[config.mk]
export PLATFORM = sky130hd
export DESIGN_NAME = sorted_alarm_timer_queue
export DESIGN_NICKNAME = d
export VERILOG_FILES = /design/src/rtl/satq_pkg.sv /design/src/rtl/sorted_alarm_timer_queue.sv /design/src/rtl/satq_ram.sv
export SDC_FILE = /design/constraint.sdc
export NUM_CORES = 1
export LEC_CHECK = 0
export ABC_AREA = 1
export CAP_MARGIN = 30
export CELL_PAD_IN_SITES_DETAIL_PLACEMENT = 0
export CELL_PAD_IN_SITES_GLOBAL_PLACEMENT = 2
export CORE_ASPECT_RATIO = 1.4
export CORE_MARGIN = 3
export CORE_UTILIZATION = 43
export CTS_BUF_LIST = sky130_fd_sc_hd__clkbuf_16
export DETAILED_ROUTE_END_ITERATION = 12
export DONT_BUFFER_PORTS = 1
export PLACE_DENSITY_LB_ADDON = 0.2
export SLEW_MARGIN = 20
export SYNTH_ARGS = -nofsm -noshare
export SYNTH_HDL_FRONTEND = slang
export SYNTH_SLANG_ARGS = --single-unit
[constraint.sdc]
create_clock -name clk -period 6.45 [get_ports clk]
set_input_delay 0.9675 -clock clk [delete_from_list [all_inputs] [get_ports clk]]
set_output_delay 0.9675 -clock clk [all_outputs]
set_load 0.005 [all_outputs]
[src/rtl/satq_pkg.sv]
// ----------------------------------------------------------------------------
// satq_pkg
// Shared types and codes of the sorted alarm timer queue.
// ----------------------------------------------------------------------------
`default_nettype none

package satq_pkg;

  localparam int TIME_W      = 32;
  localparam int ID_W        = 8;
  localparam int FUNC_W      = 2;
  localparam int MAX_RESULTS = 16;
  localparam int NRES_W      = 5;   // holds 0..MAX_RESULTS

  // request function codes (code 3 is ignored)
  localparam logic [FUNC_W-1:0] FUNC_TICK      = 2'd0;
  localparam logic [FUNC_W-1:0] FUNC_SLEEP_ABS = 2'd1;
  localparam logic [FUNC_W-1:0] FUNC_SLEEP_DUR = 2'd2;

  typedef enum logic [1:0] {
    KIND_WAKE    = 2'd0,
    KIND_ACCEPT  = 2'd1,
    KIND_REFUSED = 2'd2,
    KIND_NONE    = 2'd3
  } kind_t;

  typedef enum logic [1:0] {
    ST_IDLE     = 2'd0,
    ST_TICK     = 2'd1,
    ST_INS      = 2'd2,
    ST_INS_HEAD = 2'd3
  } state_t;

  typedef struct packed {
    logic [TIME_W-1:0] deadline;
    logic [ID_W-1:0]   owner;
  } entry_t;

  localparam int ENTRY_W = TIME_W + ID_W;

endpackage

`default_nettype wire

[src/rtl/sorted_alarm_timer_queue.sv]
// ----------------------------------------------------------------------------
// sorted_alarm_timer_queue
// Tick counter plus a deadline-sorted queue of sleep requests held in one RAM.
// ----------------------------------------------------------------------------
// A request is taken when start is high and busy is low. Every result shows
// on the out_ ports for exactly one cycle with out_valid high, the cycle after
// the cycle that decides it; nothing here can hold a result back, so the
// receiver must take it then. The queue lives in a circular buffer in a
// registered-read RAM (head pointer plus fill count). A tick bumps the time,
// reads the head at acceptance and then pops one due entry per cycle, so it
// keeps busy high until no due entry is left (at most 16 per tick); a wake
// is held back in a pending register to learn whether it is the last.
// A sleep request into an empty queue, a refused request (queue full) and
// func code 3 never raise busy. Any other sleep request walks the queue from
// the tail toward the head, one RAM read and one write per cycle, moving
// later-or-equal entries up one slot before the new entry is written.
// ----------------------------------------------------------------------------
`default_nettype none

module sorted_alarm_timer_queue #(
  parameter int QUEUE_DEPTH = 16
) (
  input  wire logic                           clk,
  input  wire logic                           rst_n,
  input  wire logic                           start,
  output logic                                busy,
  input  wire logic [satq_pkg::FUNC_W-1:0]    in_func,
  input  wire logic [satq_pkg::TIME_W-1:0]    in_wake_value,
  input  wire logic [satq_pkg::ID_W-1:0]      in_requester_id,
  output logic                                out_valid,
  output logic [1:0]                          out_kind,
  output logic [satq_pkg::ID_W-1:0]           out_woken_id,
  output logic [satq_pkg::TIME_W-1:0]         out_current_time,
  output logic                                out_last
);

  localparam int IDX_W = $clog2(QUEUE_DEPTH);
  localparam int CNT_W = $clog2(QUEUE_DEPTH + 1);
  localparam int TW    = satq_pkg::TIME_W;
  localparam int IW    = satq_pkg::ID_W;
  localparam int NW    = satq_pkg::NRES_W;

  // logical slot -> physical RAM address (sum stays below twice the depth)
  function automatic logic [IDX_W-1:0] wrap_add(input logic [IDX_W-1:0] a,
                                                input logic [IDX_W-1:0] b);
    logic [IDX_W:0] sum;
    sum = {1'b0, a} + {1'b0, b};
    if (sum >= (IDX_W+1)'(QUEUE_DEPTH)) begin
      sum = sum - (IDX_W+1)'(QUEUE_DEPTH);
    end
    return sum[IDX_W-1:0];
  endfunction

  // control state
  satq_pkg::state_t  state_r, state_nxt;
  logic [TW-1:0]     time_r, time_nxt;
  logic [IDX_W-1:0]  head_r, head_nxt;
  logic [CNT_W-1:0]  count_r, count_nxt;
  logic [NW-1:0]     nrel_r, nrel_nxt;       // wakes released by this tick
  logic              pend_v_r, pend_v_nxt;   // a wake held for its last flag
  logic              out_valid_r, out_valid_nxt;

  // payload
  logic [IW-1:0]     pend_id_r, pend_id_nxt;
  logic [IDX_W-1:0]  idx_r, idx_nxt;         // logical slot under the insert scan
  satq_pkg::entry_t  new_r, new_nxt;         // entry being inserted
  satq_pkg::kind_t   out_kind_r, out_kind_nxt;
  logic [IW-1:0]     out_id_r, out_id_nxt;
  logic [TW-1:0]     out_time_r, out_time_nxt;
  logic              out_last_r, out_last_nxt;

  // RAM port
  logic              ram_we;
  logic [IDX_W-1:0]  ram_waddr, ram_raddr;
  satq_pkg::entry_t  ram_wdata, ram_rdata;
  logic [satq_pkg::ENTRY_W-1:0] ram_rdata_raw;

  satq_ram #(
    .WIDTH (satq_pkg::ENTRY_W),
    .DEPTH (QUEUE_DEPTH)
  ) u_ram (
    .clk   (clk),
    .we    (ram_we),
    .waddr (ram_waddr),
    .wdata (ram_wdata),
    .raddr (ram_raddr),
    .rdata (ram_rdata_raw)
  );

  assign ram_rdata = satq_pkg::entry_t'(ram_rdata_raw);

  // decode shared by both control blocks
  logic              accept;
  logic              is_tick, is_sleep;
  logic              q_full, q_empty;
  logic              due;        // head entry gets released on this tick
  logic              shift_up;   // scanned entry is equal or later than new one
  logic              scan_top;   // scan reached logical slot 0
  logic [TW:0]       dur_sum;
  logic [TW-1:0]     in_deadline;
  logic [CNT_W-1:0]  count_m1;

  assign busy      = (state_r != satq_pkg::ST_IDLE);
  assign accept    = start && !busy;
  assign is_tick   = (in_func == satq_pkg::FUNC_TICK);
  assign is_sleep  = (in_func == satq_pkg::FUNC_SLEEP_ABS) ||
                     (in_func == satq_pkg::FUNC_SLEEP_DUR);
  assign q_full    = (count_r == CNT_W'(QUEUE_DEPTH));
  assign q_empty   = (count_r == '0);
  assign count_m1  = count_r - 1'b1;
  assign due       = !q_empty && (nrel_r != NW'(satq_pkg::MAX_RESULTS)) &&
                     (ram_rdata.deadline <= time_r);
  assign shift_up  = (ram_rdata.deadline >= new_r.deadline);
  assign scan_top  = (idx_r == '0);

  // duration deadlines saturate at all ones
  assign dur_sum     = {1'b0, time_r} + {1'b0, in_wake_value};
  assign in_deadline = (in_func == satq_pkg::FUNC_SLEEP_ABS) ? in_wake_value :
                       (dur_sum[TW] ? {TW{1'b1}} : dur_sum[TW-1:0]);

  // next state
  always_comb begin
    state_nxt = state_r;
    case (state_r)
      satq_pkg::ST_IDLE: begin
        if (accept && is_tick) begin
          state_nxt = satq_pkg::ST_TICK;
        end else if (accept && is_sleep && !q_full && !q_empty) begin
          state_nxt = satq_pkg::ST_INS;
        end
      end
      satq_pkg::ST_TICK: begin
        if (!due) begin
          state_nxt = satq_pkg::ST_IDLE;
        end
      end
      satq_pkg::ST_INS: begin
        if (!shift_up) begin
          state_nxt = satq_pkg::ST_IDLE;
        end else if (scan_top) begin
          state_nxt = satq_pkg::ST_INS_HEAD;
        end
      end
      satq_pkg::ST_INS_HEAD: begin
        state_nxt = satq_pkg::ST_IDLE;
      end
      default: begin
        state_nxt = satq_pkg::ST_IDLE;
      end
    endcase
  end

  // datapath, RAM access and results
  always_comb begin
    time_nxt      = time_r;
    head_nxt      = head_r;
    count_nxt     = count_r;
    nrel_nxt      = nrel_r;
    pend_v_nxt    = pend_v_r;
    pend_id_nxt   = pend_id_r;
    idx_nxt       = idx_r;
    new_nxt       = new_r;
    ram_we        = 1'b0;
    ram_waddr     = head_r;
    ram_wdata     = new_r;
    ram_raddr     = head_r;
    out_valid_nxt = 1'b0;
    out_kind_nxt  = satq_pkg::KIND_NONE;
    out_id_nxt    = '0;
    out_time_nxt  = time_r;
    out_last_nxt  = 1'b0;

    case (state_r)
      satq_pkg::ST_IDLE: begin
        if (accept && is_tick) begin
          // bump time, head read already issued at ram_raddr = head_r
          time_nxt   = time_r + 1'b1;
          nrel_nxt   = '0;
          pend_v_nxt = 1'b0;
        end else if (accept && is_sleep) begin
          new_nxt = '{deadline: in_deadline, owner: in_requester_id};
          if (q_full) begin
            out_valid_nxt = 1'b1;
            out_kind_nxt  = satq_pkg::KIND_REFUSED;
            out_last_nxt  = 1'b1;
          end else if (q_empty) begin
            ram_we        = 1'b1;
            ram_waddr     = head_r;
            ram_wdata     = '{deadline: in_deadline, owner: in_requester_id};
            count_nxt     = count_r + 1'b1;
            out_valid_nxt = 1'b1;
            out_kind_nxt  = satq_pkg::KIND_ACCEPT;
            out_last_nxt  = 1'b1;
          end else begin
            // start the scan at the tail
            idx_nxt   = count_m1[IDX_W-1:0];
            ram_raddr = wrap_add(head_r, count_m1[IDX_W-1:0]);
          end
        end
      end

      satq_pkg::ST_TICK: begin
        if (due) begin
          if (pend_v_r) begin
            out_valid_nxt = 1'b1;
            out_kind_nxt  = satq_pkg::KIND_WAKE;
            out_id_nxt    = pend_id_r;
          end
          pend_v_nxt  = 1'b1;
          pend_id_nxt = ram_rdata.owner;
          head_nxt    = wrap_add(head_r, IDX_W'(1));
          count_nxt   = count_r - 1'b1;
          nrel_nxt    = nrel_r + 1'b1;
          ram_raddr   = wrap_add(head_r, IDX_W'(1));
        end else begin
          out_valid_nxt = 1'b1;
          out_last_nxt  = 1'b1;
          if (pend_v_r) begin
            out_kind_nxt = satq_pkg::KIND_WAKE;
            out_id_nxt   = pend_id_r;
          end else begin
            out_kind_nxt = satq_pkg::KIND_NONE;
          end
          pend_v_nxt = 1'b0;
        end
      end

      satq_pkg::ST_INS: begin
        // the write goes one slot above the read, never to a slot still to be read
        ram_we    = 1'b1;
        ram_waddr = wrap_add(head_r, idx_r + 1'b1);
        if (shift_up) begin
          ram_wdata = ram_rdata;
          if (!scan_top) begin
            idx_nxt   = idx_r - 1'b1;
            ram_raddr = wrap_add(head_r, idx_r - 1'b1);
          end
        end else begin
          ram_wdata     = new_r;
          count_nxt     = count_r + 1'b1;
          out_valid_nxt = 1'b1;
          out_kind_nxt  = satq_pkg::KIND_ACCEPT;
          out_last_nxt  = 1'b1;
        end
      end

      satq_pkg::ST_INS_HEAD: begin
        ram_we        = 1'b1;
        ram_waddr     = head_r;
        ram_wdata     = new_r;
        count_nxt     = count_r + 1'b1;
        out_valid_nxt = 1'b1;
        out_kind_nxt  = satq_pkg::KIND_ACCEPT;
        out_last_nxt  = 1'b1;
      end

      default: begin
        pend_v_nxt = 1'b0;
      end
    endcase
  end

  always_ff @(posedge clk) begin
    if (!rst_n) begin
      state_r     <= satq_pkg::ST_IDLE;
      time_r      <= '0;
      head_r      <= '0;
      count_r     <= '0;
      nrel_r      <= '0;
      pend_v_r    <= 1'b0;
      out_valid_r <= 1'b0;
    end else begin
      state_r     <= state_nxt;
      time_r      <= time_nxt;
      head_r      <= head_nxt;
      count_r     <= count_nxt;
      nrel_r      <= nrel_nxt;
      pend_v_r    <= pend_v_nxt;
      out_valid_r <= out_valid_nxt;
    end
  end

  always_ff @(posedge clk) begin
    pend_id_r  <= pend_id_nxt;
    idx_r      <= idx_nxt;
    new_r      <= new_nxt;
    out_kind_r <= out_kind_nxt;
    out_id_r   <= out_id_nxt;
    out_time_r <= out_time_nxt;
    out_last_r <= out_last_nxt;
  end

  assign out_valid        = out_valid_r;
  assign out_kind         = out_kind_r;
  assign out_woken_id     = out_id_r;
  assign out_current_time = out_time_r;
  assign out_last         = out_last_r;

endmodule

`default_nettype wire

[src/rtl/satq_ram.sv]
// ----------------------------------------------------------------------------
// satq_ram
// Generic simple dual-port RAM: one write port, one read port, registered read.
// ----------------------------------------------------------------------------
`default_nettype none

module satq_ram #(
  parameter int WIDTH = 40,
  parameter int DEPTH = 16
) (
  input  wire logic                     clk,
  input  wire logic                     we,
  input  wire logic [$clog2(DEPTH)-1:0] waddr,
  input  wire logic [WIDTH-1:0]         wdata,
  input  wire logic [$clog2(DEPTH)-1:0] raddr,
  output logic      [WIDTH-1:0]         rdata
);

  logic [WIDTH-1:0] mem [DEPTH];

  always_ff @(posedge clk) begin
    if (we) begin
      mem[waddr] <= wdata;
    end
    rdata <= mem[raddr];
  end

endmodule

`default_nettype wire

# --- Yosys cells after proc, flatten, opt, wreduce, memory -nomap -nowiden ---
# Memories as Yosys holds them, arrays and structs flattened. A register that Yosys moved wholly into a read port is not among the register bits.
# Cells that the tools add are included.
# Widths: inputs -> output; s select.
totals:
  mem_count: 1
  in_bits: 45
  ram_bits: 640
  elab_cells: 156
  out_inout_bits: 45
  ff_bits: 145
memory_table:
  columns: ["memory", "depth", "width", "rd", "rd_clocked_by_memory_dff", "write_ports", "line", "source"]
  rows:
  - ["u_ram.mem", 16, 40, 1, 1, 1, "satq_ram.sv:19", "logic [WIDTH-1:0] mem [DEPTH];"]
op_classes:
  mux: 70
  add_sub_neg: 15
  n_reduce_logical: 28
  n_eq_ne: 20
  bitwise: 1
  n_lt_le_gt_ge: 6
ops:
  columns: ["op", "n"]
  rows:
  - ["$mux 40", 5]
  - ["$pmux 40 s2", 1]
  - ["$mux 4", 18]
  - ["$mux 32", 2]
  - ["$mux 5", 8]
  - ["$add 32x32->33", 1]
  - ["$add 32x1->32 const B", 1]
  - ["$ge 32x32->1", 1]
  - ["$le 32x32->1", 1]
  - ["$mux 2", 11]
  - ["$ne 2x2->1 const B", 11]
  - ["$ge 5x5->1 const B", 4]
  - ["$pmux 5 s4", 1]
  - ["$sub 4x1->4 const B", 5]
  - ["$pmux 2 s4", 2]
  - ["$add 4x4->5", 3]
  - ["$mux 1", 15]
  - ["$pmux 4 s3", 1]
  - ["$add 5x1->5 const B", 2]
  - ["$pmux 5 s2", 1]
  - ["$reduce_and 3->1", 3]
  - ["$pmux 1 s4", 2]
  - ["$pmux 4 s2", 1]
  - ["$reduce_and 2->1", 4]
  - ["20 further kinds", 36]

# --- Logic depth before layout (Yosys ltp) ---
# Gate-level depths: netlist (run 1).
depth:
  word_depth: 9
  mapped_depth: 26
  mapped_depth_nobuf: 24

# --- Modules after synthesis ---
# From an unflattened synthesis (run 1), not the netlist that was laid out.
unflattened:
  cells_unflattened: 4222
  area_unflattened_um2: 39324.0
by_module_without_submodules:
  columns: ["mod", "area_per_inst_um2", "cells_per_inst", "seq_area_each_um2", "instances"]
  rows:
  - ["satq_ram", 28290.9, 2643, 20019.2, 1]
  - ["sorted_alarm_timer_queue", 11033.1, 1579, 3423.3, 1]

# --- Least setup slack after synthesis (run 1) ---
# No wires, ideal clock.
synth_timing:
  path_kind: "in2reg"
  from: "in in_func[1] (netlist name)"
  to: "mem u_ram.mem[14][0], enable pin"
  path_slack_ps: 1042
  path_buffers: 0
  arrival_time_ps: 4970
  setup_time_ps: 437
  t_required_ps: 6013
  cell_stages: 12
  cell_sequence: "inv_1 ha_1 nand3_1 nor2_2 inv_1 nor2_1 inv_1 nor2_1 inv_1 nand2_1 nand3_1 nor2_1"
synth_between:
  elab_chain_len: 8
  elab_cells_between_ends: 11
  cone_classes: "eq/ne (2); mux (5); reduce/logical (4)"
synth_rtl:
  columns: ["element", "line", "source"]
  rows:
  - ["start: declaration", "sorted_alarm_timer_queue.sv:27", "input wire logic [satq_pkg::FUNC_W-1:0] in_func,"]
  - ["$eq 2x1->1 or $eq 2x2->1 (tied branches)", "sorted_alarm_timer_queue.sv:106, sorted_alarm_timer_queue.sv:107", null]
  - ["$logic_or 1x1->1", "sorted_alarm_timer_queue.sv:106", "assign is_sleep = (in_func == satq_pkg::FUNC_SLEEP_ABS) ||"]
  - ["$logic_and 1x1->1", "sorted_alarm_timer_queue.sv:180", "end else if (accept && is_sleep) begin"]
  - ["$mux 1", "sorted_alarm_timer_queue.sv:180", null]
  - ["$mux 1 *", "sorted_alarm_timer_queue.sv:175", "if (accept && is_tick) begin"]
  - ["$pmux 1 s2 *", "sorted_alarm_timer_queue.sv:173", "case (state_r)"]
  - ["$mux 1 *", "satq_ram.sv:22", "if (we) begin"]
  - ["$mux 1 (implied by the code) *", "satq_ram.sv:23", "mem[waddr] <= wdata;"]
  - ["end: declaration", "satq_ram.sv:19", null]
# Every way passes the cells marked *; elsewhere a longest branch is shown, timed or not.

# --- Final worst setup path (run 1) ---
layout_timing:
  from: "reg time_r[23], in the netlist out_time_nxt[23]"
  to: "reg u_ram.rdata[38] (read register of u_ram.mem)"
layout_between:
  elab_chain_len: 4
layout_rtl:
  columns: ["element", "line", "source"]
  rows:
  - ["start: declaration", "sorted_alarm_timer_queue.sv:56", "logic [TW-1:0] time_r, time_nxt;"]
  - ["start signal: assignment", "sorted_alarm_timer_queue.sv:274", "time_r <= time_nxt;"]
  - ["$le 32x32->1", "sorted_alarm_timer_queue.sv:112", "(ram_rdata.deadline <= time_r);"]
  - ["$logic_and 1x1->1", "sorted_alarm_timer_queue.sv:111", "assign due = !q_empty && (nrel_r != NW'(satq_pkg::MAX_RESULTS)) &&"]
  - ["$mux 4", null, null]
  - ["$pmux 4 s3", "sorted_alarm_timer_queue.sv:173", null]
  - ["end: declaration", "satq_ram.sv:16", "output logic [WIDTH-1:0] rdata"]
# No other way between the ends.
# A chain may end at the register's enable or synchronous reset.

==> flow_metrics.py, run 1 <==
metrics = {
    "timing": {
        "layout_min_cycle_time_ns": 4.74,
        "skew_ns": 0.0218,
        "setup_viol": 0,
        "grt_setup_unrepaired": "no",
        "fmax_mhz": 211,
        "relSlewSlack_pct": 22.4,
        "worst_pin_slew_ns": 1.16,
        "hold_violations": 0,
        "period_share_pct": 73.4,
        "slew_violations": 0,
        "setup_tns_ns": 0,
    },
    "worst_hold_path": {
        "min_to": "out_current_time[30]$_DFF_P_",
        "min_delay_path_depth": 0,
        "holdCritPathClass": "flop to flop",
        "min_from": "out_time_nxt[30]$_SDFFE_PN0P_",
    },
    "flow_run": {
        "drv_cap": 0,
    },
    "finish": {
        "seq_area_um2": 23400,
        "final_util_pct": 48.9,
        "multi_input_area_um2": 12200,
        "drive_above_1_share_pct": 7.95,
        "layout.nets": 3701,
        "syn2layout_area_growth_pct": 11.9,
        "fill_cells": 7698,
    },
    "floorplanning": {
        "die_y_um": 354,
        "die_area_um2": 90000,
        "die_width_um": 254,
        "num_rows": 126,
        "start_util_pct": 43.7,
        "core_area_um2": 85000,
        "ios": 90,
    },
    "clocking": {
        "clk_pin_slew_ns": 0.06,
        "clock-sinks": 825,
        "ctsHoldBuffers": 0,
        "cts_root_buf": "clkbuf_16",
        "cts_resized": 0,
        "clk_latency_ns": 0.65,
        "cts_tree": "built",
        "htree_levels": 3,
        "post_cts_buffers": 0,
        "cts_buffer_depth": 3,
        "cts_buffers": 83,
    },
    "status": {
        "status": "finished, final reports clean",
    },
    "power": {
        "p_per_area_nw_per_um2": 393,
        "max-vdd-ir-drop_uv": 248,
        "power_leakage_nw": 15.8,
    },
    "placement": {
        "port_buffers": 0,
        "dp_hpwl_um": 70300,
        "gp_congestion": 0.925,
    },
    "synth": {
        "synth_cells": 3547,
        "synth_cell_types": 54,
        "avgSynthCellArea_um2": 10.5,
        "synthesis.nets": 3710,
        "synth.ff_latch_count": 825,
        "syn_area_um2": 37200,
        "ys_warn_count": 0,
        "ys_seq_area_share_pct": 63.1,
    },
    "setup_path": {
        "critical_path_arrival_ns": 5.33,
        "r2r.worst_path.cells": 19,
        "critPathTopFamily": "simple AND/OR/NAND/NOR gates",
        "path_buf_inv": 2,
        "cp-startpoint": "out_time_nxt[23]$_SDFFE_PN0P_",
        "cp_common_cell": "nand2_1",
        "end_kind": "flop",
        "crit_chain": "inv_1, ha_1, nand2_1, nor2_1, nand2_1, nor3_2, nand2_1, nand2_2, nand2_1, nand3_1, nand3_4, nand2_8, buf_4, nand2_1, nand3_1, nand3_1, nand2_1, nand2_1, nand2_1",
        "startpoint_type": "flop",
        "cp_slowest_cell": "nand2_8",
        "worstSetupPathType": "flop to flop",
        "max_stage_delay_ns": 0.76,
        "worstReg2RegStart": "out_time_nxt[23]$_SDFFE_PN0P_",
        "cp_max_fo": 115,
        "r2r_slack_ns": 1.71,
        "crit_required_ns": 7.04,
        "r2r_end": "u_ram.rdata[38]$_DFF_P_",
    },
    "global_routing": {
        "grt_overflow": 0,
        "grt_pass1_wl_um": 167000,
        "grt_pass1_vias": 25900,
        "grt_start_max_net_pins": 201,
        "antenna_found_initial": 3,
        "track_usage_pct": 24.9,
    },
    "drt": {
        "first_iter_violations": 2475,
        "ant_nets": 0,
        "routedLengthMet1_um": 46300,
        "wl_um": 113000,
        "met3WireLength_um": 7210,
        "wl_per_cell_um": 24.0,
        "drc": 0,
        "wl_met2_um": 55000,
        "routed.top_layer": "met4",
        "viasPerCell": 5.70,
        "vias": 26800,
        "drtPass1Iterations": 6,
    },
}
[final cells by class]
| type | count | share of cell area [%] |
|---|---|---|
| clock buffer | 84 | 5.06 |
| inverter | 222 | 2.01 |
| timing repair buffer | 100 | 2.18 |
| multi-input combinational | 2306 | 29.4 |
| tap | 1088 | 3.27 |
| antenna | 1 | 0.00602 |
| clock inverter | 72 | 1.72 |
| sequential | 825 | 56.4 |
[worst register-to-register path: cells and delay by family (launching register included)]
family | cells | cell delay (ns)
adder cells (fa/ha/maj) | 1 | 0.34
buffers and inverters | 2 | 0.87
flip-flops | 1 | 0.52
AND/OR/NAND/NOR | 16 | 2.95
[cells in the mapped netlist, drive strengths merged]
master,number,area (um2)
nand2,783,2950
a221oi,21,184
nand3,860,4330
o32ai,1,8.76
o21bai,2,15.0
dfxtp,133,2660
a41oi,2,17.5
or2,9,56.3
and2,2,12.5
nor3,32,186
o2111ai,1,8.76
clkbuf,87,327
nor4,5,31.3
fa,4,80.1
o22ai,6,37.5
nor3b,1,7.51
mux2i,1,10.0
buf,107,563
o22a,6,52.6
nor2,120,500
nand4,14,93.8
edfxtp,692,20800
a21oi,117,589
clkinv,4,16.3
a21boi,3,22.5
ha,114,1430
xor2,33,289
a22oi,30,225
o21a,8,60.1
a31oi,8,50.1
or4,1,7.51
inv,218,818
a211oi,9,67.6
o211ai,10,75.1
o21ai,76,380
xnor2,9,78.8
nand3b,3,22.5
o221ai,4,35.0
a21o,11,82.6
[cells in the final DEF, fill, tap and decap left out, drive strengths merged, types with 8 or more instances in the layout]
master and n:
a211oi 9, a21o 11, a21oi 117, a221oi 21, a22oi 30, a31oi 8
buf 96, bufinv 14, clkbuf 88, clkinv 45, dfxtp 133, edfxtp 692
ha 114, inv 230, nand2 783, nand3 860, nand4 14, nor2 120
nor3 32, o211ai 10, o21a 8, o21ai 76, or2 9, xnor2 9
xor2 33
[logic make-up (layout without fill, tap and decap cells)]
| family | Yosys count | after routing | share of synthesized area, % |
|---|---|---|---|
| AOI/OAI and AO/OA | 315 | 315 | 5.14 |
| xor gates and xnor gates | 42 | 42 | 0.990 |
| adders and majority gates | 118 | 118 | 4.05 |
| buffers and inverters | 416 | 478 | 4.64 |
| DFF | 825 | 825 | 63.1 |
| muxes | 1 | 1 | 0.0269 |
| other | 0 | 1 | 0 |
| and+or+nand+nor | 1830 | 1830 | 22.1 |
[sequential cells by signal (all words and copies together) (netlist names), 2 cells and up]
signal	count
u_ram.mem	640
head_r	4
count_r	5
out_woken_id	8
u_ram.rdata	40
state_r	2
out_kind	2
pend_id_r	8
nrel_r	5
idx_r	4
new_r	40
out_current_time	32
out_time_nxt	32
[routing by layer]
metal | up-vias | GRT usage, %
met5 | - | 0
met2 | 856 | 41.4
li1 | 12500 | -
met3 | 169 | 4.11
met1 | 13200 | 32.5
met4 | 0 | 9.63
[worst max-delay path by stage]
stage | to | depth (start not counted) | slack [ns]
2_1_floorplan | u_ram.mem[14][0]$_DFFE_PP_ | 12 | 1.04
3_3_place_gp | u_ram.mem[10][0]$_DFFE_PP_ | 14 | 1.45
3_5_place_dp | u_ram.mem[1][30]$_DFFE_PP_ | 12 | 1.53
4_1_cts | u_ram.rdata[38]$_DFF_P_ | 19 | 1.64
5_1_grt | u_ram.rdata[30]$_DFF_P_ | 19 | 1.29
6_report | u_ram.rdata[38]$_DFF_P_ | 19 | 1.71
[power by group]
part	total, mW	leakage (nW)	internal, mW	switching, mW
sequential	6.90	7.34	6.62	0.282
clock	5.04	1.41	2.94	2.10
combinational	4.38	7.01	1.28	3.10
[metrics by stage]
stage	worst slack, ns	hold WS [ns]	std cells	power, mW	area, um2
global placement	1.45	0.389	4524	11.3	38500
detailed placement	1.53	0.390	4534	11.4	38700
global route	1.29	0.385	4697	17.2	41600
CTS	1.64	0.373	4690	16.4	41500
floorplan	1.04	0.355	3547	9.73	37200
finish	1.71	0.393	4698	16.3	41600
No activity file was read; power rests on OpenSTA's default activity.
==> inputs of run 2 (changes only) <==
Settings changed: CORE_UTILIZATION 43 to 39.
Clock period 6.45 ns to 4.25 ns, I/O delays scaled along.
==> flow_metrics.py, run 2 (synthesis results as in run 1) <==
metrics = {
    "timing": {
        "layout_setup_ws_ns": 0.356,
        "holdWs_ns": 0.0637,
        "worst_pin_slew_ns": 0.871,
        "setup_viol": 0,
        "hold_violations": 0,
        "grt_setup_unrepaired": "no",
        "layout_min_cycle_time_ns": 3.89,
        "period_share_pct": 91.6,
        "relSlewSlack_pct": 41.7,
        "skew_ns": 0.0388,
        "fmax_mhz": 257,
        "setup_tns_ns": 0,
        "slew_violations": 0,
    },
    "finish": {
        "largest-register": "u_ram.mem",
        "seq_area_um2": 23400,
        "fill_cells": 8684,
        "drive_above_1_share_pct": 9.15,
        "multi_input_area_um2": 12200,
        "reg.largest.list": "u_ram.mem (640), new_r (40), u_ram.rdata (40)",
        "layout.cells.most_common_list": "nand3_1 (856), nand2_1 (778), edfxtp_1 (692), inv_1 (223), dfxtp_1 (133)",
        "final_util_pct": 45.1,
        "syn2layout_area_growth_pct": 14.4,
        "largest_reg_flops": 640,
        "layout.nets": 3751,
        "final_common_cell": "nand3_1",
    },
    "clocking": {
        "cts_tree": "built",
        "clock-sinks": 825,
        "clk_latency_ns": 0.68,
        "cts_buffers": 87,
        "post_cts_buffers": 0,
        "cts_root_buf": "clkbuf_16",
        "htree_levels": 3,
        "cts_buffer_depth": 3,
        "clk_pin_slew_ns": 0.06,
    },
    "global_routing": {
        "track_usage_pct": 23.9,
        "grt_overflow": 0,
        "grt_pass1_wl_um": 175000,
        "antenna_found_initial": 2,
        "grt_start_max_net_pins": 89,
        "grt_pass1_vias": 26600,
    },
    "setup_path": {
        "worstReg2RegStart": "out_time_nxt[27]$_SDFFE_PN0P_",
        "cp_common_cell": "nand2_1",
        "r2r.worst_path.cells": 20,
        "crit_required_ns": 4.77,
        "cp_max_fo": 48,
        "r2r_slack_ns": 0.36,
        "worstSetupPathType": "flop to flop",
        "max_stage_delay_ns": 0.46,
        "critical_path_arrival_ns": 4.42,
        "crit_chain": "inv_1, ha_1, nand2_1, o21ai_0, nand2_1, nand2_1, a21oi_1, nand2_1, nand2_2, nand2_1, nand2_1, a21oi_1, inv_1, nand2_8, buf_12, nand3_1, nand3_1, nand2_1, nand2_1, nand2_1",
        "cp-startpoint": "out_time_nxt[27]$_SDFFE_PN0P_",
        "end_kind": "flop",
        "startpoint_type": "flop",
        "cp_slowest_cell": "dfxtp_1",
    },
    "flow_run": {
        "drv_cap": 0,
    },
    "drt": {
        "vias": 27200,
        "wl_um": 119000,
        "ant_nets": 0,
        "drc": 0,
        "first_iter_violations": 2272,
        "viasPerCell": 5.59,
        "drtPass1Iterations": 5,
        "wl_per_cell_um": 24.4,
    },
    "power": {
        "internal_power_mw": 16.5,
        "comb_power_share_pct": 27.6,
        "swShare_pct": 33.9,
        "clock_power_share_pct": 30.6,
        "p_switching_mw": 8.47,
        "power_leakage_nw": 16.1,
        "pwr-share-seq_pct": 41.8,
        "p_per_area_nw_per_um2": 588,
        "max-vdd-ir-drop_uv": 358,
    },
    "floorplanning": {
        "die_y_um": 371,
        "core_area_um2": 94200,
        "num_rows": 133,
        "ios": 90,
        "die_width_um": 267,
        "die_area_um2": 99100,
        "start_util_pct": 39.5,
    },
    "placement": {
        "dp_hpwl_um": 74000,
        "dp_slack_ns": 0.109,
        "gp_congestion": 0.930,
        "port_buffers": 0,
    },
    "worst_hold_path": {
        "holdCritPathClass": "input pin to flop",
        "min_from": "in_requester_id[1]",
        "min_delay_path_depth": 0,
    },
    "status": {
        "status": "finished, final reports clean",
    },
}
run 2: stage by stage:
stage | instances | power [mW] | area (um2)
global placement | 4695 | 17.4 | 39500
CTS | 4867 | 25.3 | 42400
detailed placement | 4702 | 17.5 | 39500
finish | 4876 | 25.0 | 42500
global route | 4875 | 26.4 | 42500
floorplan | 3547 | 14.8 | 37200
run 2: final cells by class:
class	instances	share of cell area (%)
flip-flops and latches	825	55.2
multi-input cells	2306	28.7
clock buffers	90	5.30
repair buffers	146	3.81
well taps	1215	3.58
inverters	222	1.97
clock inverters	71	1.46
diodes	1	0.00589
run 2: worst paths after layout:
path / end
setup / recovery: u_ram.rdata[39]$_DFF_P_
hold / removal: new_r[1]$_DFFE_PP_
setup reg to reg: u_ram.rdata[39]$_DFF_P_
hold reg to reg: out_current_time[30]$_DFF_P_
run 2: worst max-delay path, delay by kind of cell (launching register included):
family,cells,cell delay [ns]
AND/OR/NAND/NOR,13,1.56
AO/OA/AOI/OAI,3,0.69
buffers and inverters,3,0.59
flip-flops,1,0.46
adder cells (fa/ha/maj),1,0.33
run 2: power by group through the flow:
stage,combinational [mW],clock [mW],sequential [mW]
5_1_grt,7.72,8.19,10.5
4_1_cts,6.93,7.86,10.5
2_1_floorplan,4.36,0,10.4
3_5_place_dp,6.90,0,10.6
3_3_place_gp,6.74,0,10.6
6_report,6.90,7.65,10.5
run 2: routing by layer:
metal	global-route usage [%]	vias to the layer above	wire length (um)
met4	9.76	0	4620
met2	41.5	867	59200
li1	-	12600	-
met3	3.73	204	6960
met1	29.7	13500	48100
met5	0	-	0
run 2: timing repair:
action | CTS | global route
endpoints found under the hold margin | 4 | 0
hold buffers | 4 | 0
setup endpoints to repair | 0 | 16
resized for setup | 0 | 1
